### src/hdl/bhpq_pkg.sv
`default_nettype none
package bhpq_pkg;

  localparam int CAPACITY = 256;
  localparam int ADDR_W   = $clog2(CAPACITY);
  localparam int CNT_W    = $clog2(CAPACITY + 1);
  localparam int KEY_W    = 32;
  localparam int POS_W    = 8;
  localparam int OP_W     = 3;
  localparam int ST_W     = 3;
  localparam int ENTRY_W  = 9;
  localparam int CMP_W    = ((CNT_W > POS_W) ? CNT_W : POS_W) + 1;

  localparam logic [OP_W-1:0] OP_INSERT  = 3'd0;
  localparam logic [OP_W-1:0] OP_EXTRACT = 3'd1;
  localparam logic [OP_W-1:0] OP_RAISE   = 3'd2;
  localparam logic [OP_W-1:0] OP_ERASE   = 3'd3;
  localparam logic [OP_W-1:0] OP_READ    = 3'd4;

  typedef enum logic [ST_W-1:0] {
    ST_OK       = 3'd0,
    ST_FULL     = 3'd1,
    ST_EMPTY    = 3'd2,
    ST_BADPOS   = 3'd3,
    ST_REJECTED = 3'd4
  } status_t;

  typedef struct packed {
    logic [OP_W-1:0]         opcode;
    logic [POS_W-1:0]        position;
    logic signed [KEY_W-1:0] key;
  } in_word_t;

  typedef struct packed {
    logic signed [KEY_W-1:0] key_out;
    logic [ST_W-1:0]         status;
    logic [ENTRY_W-1:0]      entry_count;
  } out_word_t;

  typedef enum logic [3:0] {
    S_IDLE,
    S_DECODE,
    S_EXT_LD,
    S_RAISE_CHK,
    S_ERASE_LD,
    S_READ_LD,
    S_UP_RD,
    S_UP_CMP,
    S_RELOAD,
    S_RELOAD_LD,
    S_DN_RD,
    S_DN_CMP,
    S_FINISH
  } state_t;

  typedef enum logic [1:0] {
    RD_ROOT_LAST,
    RD_POS,
    RD_PARENT,
    RD_CHILDREN
  } rd_mode_t;

  typedef enum logic [3:0] {
    ACT_NONE,
    ACT_INS_START,
    ACT_EXT_START,
    ACT_ERASE_START,
    ACT_RAISE_START,
    ACT_KEYOUT,
    ACT_RELOAD,
    ACT_WR_CUR,
    ACT_UP_STEP,
    ACT_DN_STEP
  } act_t;

  typedef struct packed {
    logic     latch_in;
    rd_mode_t rd_mode;
    act_t     act;
    logic     set_status;
    status_t  status;
    logic     load_out;
  } cmd_t;

  typedef struct packed {
    logic [OP_W-1:0] opcode;
    logic            cnt_empty;
    logic            cnt_full;
    logic            pos_bad;
    logic            key_rej;
    logic            erase_shrink;
    logic            idx_root;
    logic            up_stop;
    logic            dn_stop;
  } sts_t;

endpackage
`default_nettype wire

### src/hdl/bhpq_ctrl.sv
`default_nettype none
module bhpq_ctrl (
  input  wire logic           clk,
  input  wire logic           rst_n,
  input  wire logic           in_valid,
  output logic                in_ready,
  input  wire logic           out_stall,
  output logic                out_valid,
  input  wire bhpq_pkg::sts_t sts,
  output bhpq_pkg::cmd_t      cmd
);

  bhpq_pkg::state_t state_r;
  bhpq_pkg::state_t state_nxt;
  logic             out_valid_r;
  logic             out_valid_nxt;
  bhpq_pkg::state_t up_exit;

  assign up_exit   = (sts.opcode == bhpq_pkg::OP_ERASE) ? bhpq_pkg::S_RELOAD : bhpq_pkg::S_FINISH;
  assign out_valid = out_valid_r;

  always_ff @(posedge clk) begin
    if (!rst_n) begin
      state_r     <= bhpq_pkg::S_IDLE;
      out_valid_r <= 1'b0;
    end else begin
      state_r     <= state_nxt;
      out_valid_r <= out_valid_nxt;
    end
  end

  always_comb begin
    state_nxt     = state_r;
    out_valid_nxt = out_valid_r && out_stall;
    in_ready      = 1'b0;
    cmd           = '0;
    unique case (state_r)
      bhpq_pkg::S_IDLE: begin
        in_ready = 1'b1;
        if (in_valid) begin
          cmd.latch_in = 1'b1;
          state_nxt    = bhpq_pkg::S_DECODE;
        end
      end
      bhpq_pkg::S_DECODE: begin
        state_nxt = bhpq_pkg::S_FINISH;
        unique case (sts.opcode)
          bhpq_pkg::OP_INSERT: begin
            if (sts.cnt_full) begin
              cmd.set_status = 1'b1;
              cmd.status     = bhpq_pkg::ST_FULL;
            end else begin
              cmd.act   = bhpq_pkg::ACT_INS_START;
              state_nxt = bhpq_pkg::S_UP_RD;
            end
          end
          bhpq_pkg::OP_EXTRACT: begin
            if (sts.cnt_empty) begin
              cmd.set_status = 1'b1;
              cmd.status     = bhpq_pkg::ST_EMPTY;
            end else begin
              cmd.rd_mode = bhpq_pkg::RD_ROOT_LAST;
              state_nxt   = bhpq_pkg::S_EXT_LD;
            end
          end
          bhpq_pkg::OP_RAISE: begin
            if (sts.pos_bad) begin
              cmd.set_status = 1'b1;
              cmd.status     = bhpq_pkg::ST_BADPOS;
            end else begin
              cmd.rd_mode = bhpq_pkg::RD_POS;
              state_nxt   = bhpq_pkg::S_RAISE_CHK;
            end
          end
          bhpq_pkg::OP_ERASE: begin
            if (sts.cnt_empty) begin
              cmd.set_status = 1'b1;
              cmd.status     = bhpq_pkg::ST_EMPTY;
            end else if (sts.pos_bad) begin
              cmd.set_status = 1'b1;
              cmd.status     = bhpq_pkg::ST_BADPOS;
            end else begin
              cmd.rd_mode = bhpq_pkg::RD_ROOT_LAST;
              state_nxt   = bhpq_pkg::S_ERASE_LD;
            end
          end
          bhpq_pkg::OP_READ: begin
            if (sts.pos_bad) begin
              cmd.set_status = 1'b1;
              cmd.status     = bhpq_pkg::ST_BADPOS;
            end else begin
              cmd.rd_mode = bhpq_pkg::RD_POS;
              state_nxt   = bhpq_pkg::S_READ_LD;
            end
          end
          default: begin
            state_nxt = bhpq_pkg::S_FINISH;
          end
        endcase
      end
      bhpq_pkg::S_EXT_LD: begin
        cmd.act   = bhpq_pkg::ACT_EXT_START;
        state_nxt = bhpq_pkg::S_DN_RD;
      end
      bhpq_pkg::S_RAISE_CHK: begin
        if (sts.key_rej) begin
          cmd.set_status = 1'b1;
          cmd.status     = bhpq_pkg::ST_REJECTED;
          state_nxt      = bhpq_pkg::S_FINISH;
        end else begin
          cmd.act   = bhpq_pkg::ACT_RAISE_START;
          state_nxt = bhpq_pkg::S_UP_RD;
        end
      end
      bhpq_pkg::S_ERASE_LD: begin
        cmd.act   = bhpq_pkg::ACT_ERASE_START;
        state_nxt = sts.erase_shrink ? bhpq_pkg::S_UP_RD : bhpq_pkg::S_FINISH;
      end
      bhpq_pkg::S_READ_LD: begin
        cmd.act   = bhpq_pkg::ACT_KEYOUT;
        state_nxt = bhpq_pkg::S_FINISH;
      end
      bhpq_pkg::S_UP_RD: begin
        if (sts.idx_root) begin
          cmd.act   = bhpq_pkg::ACT_WR_CUR;
          state_nxt = up_exit;
        end else begin
          cmd.rd_mode = bhpq_pkg::RD_PARENT;
          state_nxt   = bhpq_pkg::S_UP_CMP;
        end
      end
      bhpq_pkg::S_UP_CMP: begin
        cmd.act   = bhpq_pkg::ACT_UP_STEP;
        state_nxt = sts.up_stop ? up_exit : bhpq_pkg::S_UP_RD;
      end
      bhpq_pkg::S_RELOAD: begin
        cmd.rd_mode = bhpq_pkg::RD_POS;
        state_nxt   = bhpq_pkg::S_RELOAD_LD;
      end
      bhpq_pkg::S_RELOAD_LD: begin
        cmd.act   = bhpq_pkg::ACT_RELOAD;
        state_nxt = bhpq_pkg::S_DN_RD;
      end
      bhpq_pkg::S_DN_RD: begin
        cmd.rd_mode = bhpq_pkg::RD_CHILDREN;
        state_nxt   = bhpq_pkg::S_DN_CMP;
      end
      bhpq_pkg::S_DN_CMP: begin
        cmd.act   = bhpq_pkg::ACT_DN_STEP;
        state_nxt = sts.dn_stop ? bhpq_pkg::S_FINISH : bhpq_pkg::S_DN_RD;
      end
      bhpq_pkg::S_FINISH: begin
        if (!out_valid_r || !out_stall) begin
          cmd.load_out  = 1'b1;
          out_valid_nxt = 1'b1;
          state_nxt     = bhpq_pkg::S_IDLE;
        end
      end
      default: begin
        state_nxt = bhpq_pkg::S_IDLE;
      end
    endcase
  end

endmodule
`default_nettype wire
### config.mk
export PLATFORM = sky130hd
export DESIGN_NAME = bhpq_ctrl
export DESIGN_NICKNAME = d
export VERILOG_FILES = /design/src/hdl/bhpq_pkg.sv /design/src/hdl/bhpq_ctrl.sv
export SDC_FILE = /design/constraint.sdc
export NUM_CORES = 1
export LEC_CHECK = 0
export ABC_CLOCK_PERIOD_IN_PS = 1500
export BUFFER_PORTS_ARGS = -buffer_cell sky130_fd_sc_hd__buf_2
export CORE_MARGIN = 4
export CORE_UTILIZATION = 44
export CTS_CLUSTER_SIZE = 14
export DETAILED_ROUTE_END_ITERATION = 8
export PLACE_DENSITY = 0.75
export SLEW_MARGIN = 15
export SYNTH_ARGS = -nofsm -noshare
export SYNTH_HDL_FRONTEND = slang
export SYNTH_SLANG_ARGS = --single-unit
### constraint.sdc
create_clock -name clk -period 1.5 [get_ports clk]
set_clock_uncertainty 0.1 [all_clocks]
set_input_delay 0 -clock clk [delete_from_list [all_inputs] [get_ports clk]]
set_output_delay 0 -clock clk [all_outputs]
set_load 0.02 [all_outputs]
==> flow_summary.yaml <==
clock_network:
  cts_root_buf: "clkbuf_4"
  cts.sink_count: 5
  clk_pin_slew_worst_paths_ns: 0.04
  numCtsBuffers: 3
  h-tree-depth: 1
  tritoncts: "done"
  clkLatencyLatePin_ns: 0.23
  max-clock-path-buffers: 2
worst_setup_path:
  critPathTopFamily: "simple AND/OR/NAND/NOR gates"
  criticalPathCategory: "reg -> out"
  crit_chain: "or4b_4 -> buf_4 -> and3b_1 -> buf_6"
  worstReg2RegStart: "state_r[1]"
  cp_slowest_stage_delay_ns: 0.56
  cpMaxStageDelayCell: "or4b_4"
  crit_buf_inv: 2
  rr_endpoint: "state_r[3]"
  critPathLaunchType: "register"
  reg2reg_depth: 6
  end_kind: "output pin"
  crit_fanout: 3
  regToRegSetupSlack_ns: -0.14
  cp.required_ns: 1.40
  arrival_ns: 1.64
route:
  viasPerCell: 6.161
  wirelength_um: 3160
  ant_nets: 0
  dr.pass1.iters: 5
  drt_iter0_drc: 66
  remaining_drc_errors: 0
  via_count: 1146
  post_drt_wl_per_cell_um: 16.99
floorplan:
  die_h_um: 50.50
  initial_core_util_pct: 46.01
  placementRows: 15
  die-width_um: 50.50
  core_region_area_um2: 1727
  ios: 29
  die_area_um2: 2550
synthesis:
  ys_ff_latch: 5
  yosys-top-cells-area: "dfxtp_1 (13%), o21ai_0 (6.3%), a21oi_1 (5.7%)"
  synth.top_cell.area_share_pct: 12.60
  synth_top_area_cell: "dfxtp_1"
  synth-seq-area-share_pct: 12.60
  synth_area_um2: 794.5
  synthCells: 111
  async_flop_share_pct: 0
  synth_nets: 126
  ys_types: 47
  avgSynthCellArea_um2: 7.158
  synth_flop_cell: "dfxtp_1"
  synth_edf_count: 0
  ys_warn_count: 0
global_routing:
  grt_max_degree: 10
  grt_pass1_vias: 985
  grt_pass1_wl_um: 4457
  antenna_found_initial: 0
  grt_use_total_pct: 22.15
  grt_remaining_overflow: 0
layout:
  syn_to_final_growth_pct: 63.94
  diodes: 0
  final_common_cell: "buf_4"
  final_util_pct: 75.43
  drive_gt1_share_pct: 54.04
  design_area_um2: 1303
  fillerInstances: 125
  layout_common_cells: "buf_4 (32), buf_2 (16), nand2_1 (10), a21oi_1 (7), buf_6 (7)"
  nets: 177
pwr:
  powerDensity_nw_per_um2: 1630
  fin_total_pwr_uw: 2123
  power.leakage_uw: 0.0005639
  vdd_drop_max_uv: 1077
placed_design:
  port_buffers: 28
  dp_slack_ns: -0.09856
  gp_congestion: 0.8612
  place_area_um2: 1031
  dp_hpwl_um: 1928
status:
  violations: "setup timing"
  status: "finished, violations left"
timing:
  drv_slew: 0
  hold_violations: 0
  worst_slack_ns: -0.2429
  fin_crit_sh_pct: 116.2
  worstMarginPinSlew_ns: 0.4379
  slew_headroom_pct: 70.70
  setup_violations: 9
  rsz0062_at_grt: "yes"
  min_period_ns: 1.743
  fmax_mhz: 573.8
min_path:
  hp-class: "in -> reg"
  whs_endpoint: "state_r[1]"
  hold_path_depth: 3
  holdCritStartpoint: "sts[3]"
run:
  max_cap_viol_count: 0
[tightest hold or removal path: cells and delay by family]
kind	cells	cell delay [ns]
buf+inv	1	0.11
compound gates	2	0.23
[Yosys cell counts, drive strengths merged, types with 2 or more instances]
cell type	instances
o22ai	2
a221oi	2
or3b	2
buf	6
o21a	2
o211ai	4
nand3	2
nor3	3
inv	4
a21oi	9
mux2i	2
a21boi	2
and3	2
nor2	5
clkbuf	5
nand2	12
a31oi	3
nand2b	5
or4	2
dfxtp	5
o21ai	10
[timing repair]
item,CTS,global route
buffers inserted,4,5
hold buffers,2,0
endpoints found under the hold margin,4,0
endpoints found under the setup margin,14,16
gates resized for setup,24,29
pin swaps,7,8
[metal layers]
| layer | track usage (%) | share of wire, % | up-vias |
|---|---|---|---|
| li1 | - | - | 522 |
| met2 | 39.13 | 50 | 72 |
| met4 | 7.175 | 3.5 | 0 |
| met3 | 2.967 | 8.1 | 20 |
| met5 | 0 | 0 | - |
| met1 | 27.37 | 38 | 532 |
[stage by stage]
step                hold WS [ns]   TNS, ns  cells
floorplan               -0.01654  -0.04296    111
global placement          0.1935  -0.04973    173
global route             0.03154    -1.740    186
finish                   0.03934    -1.191    186
detailed placement        0.1944   -0.1985    173
CTS                     0.009843    -1.169    182
[flip-flops by register name (all words and copies together) (netlist names)]
signal and cells:
out_valid 1, state_r 4
[where the power goes]
group / switching [uW] / total (uW) / internal (uW)
registers: 69.7 / 269 / 199
logic: 894 / 1710 / 815
clock network: 45.5 / 145 / 99.9
[final cells by class]
| type | instances | area [um^2] | area share [%] |
|---|---|---|---|
| multi-input cells | 90 | 694.4 | 53.31 |
| repair buffers | 57 | 419.2 | 32.18 |
| flip-flops and latches | 5 | 112.6 | 8.646 |
| well taps | 25 | 31.28 | 2.402 |
| clock buffers | 4 | 26.28 | 2.017 |
| inverters | 5 | 18.77 | 1.441 |
[worst max path at each step]
stage / start / end / cells past startpoint
global placement: state_r[1] / state_r[1] / 5
floorplan: state_r[1] / cmd[4] / 5
detailed placement: state_r[3] / cmd[4] / 5
CTS: state_r[1] / cmd[4] / 5
global route: state_r[3] / cmd[4] / 5
finish: state_r[3] / cmd[1] / 4
[cells by family (layout without fill, tap and decap cells)]
group | count (synthesis) | in the layout | share of synthesized area (%)
compound gates | 43 | 43 | 35.75
simple gates | 43 | 43 | 30.87
buf+inv | 16 | 66 | 15.75
flops | 5 | 5 | 12.60
mux | 3 | 3 | 3.937
xor+xnor | 1 | 1 | 1.103
Power figures use the tool's default switching activity.
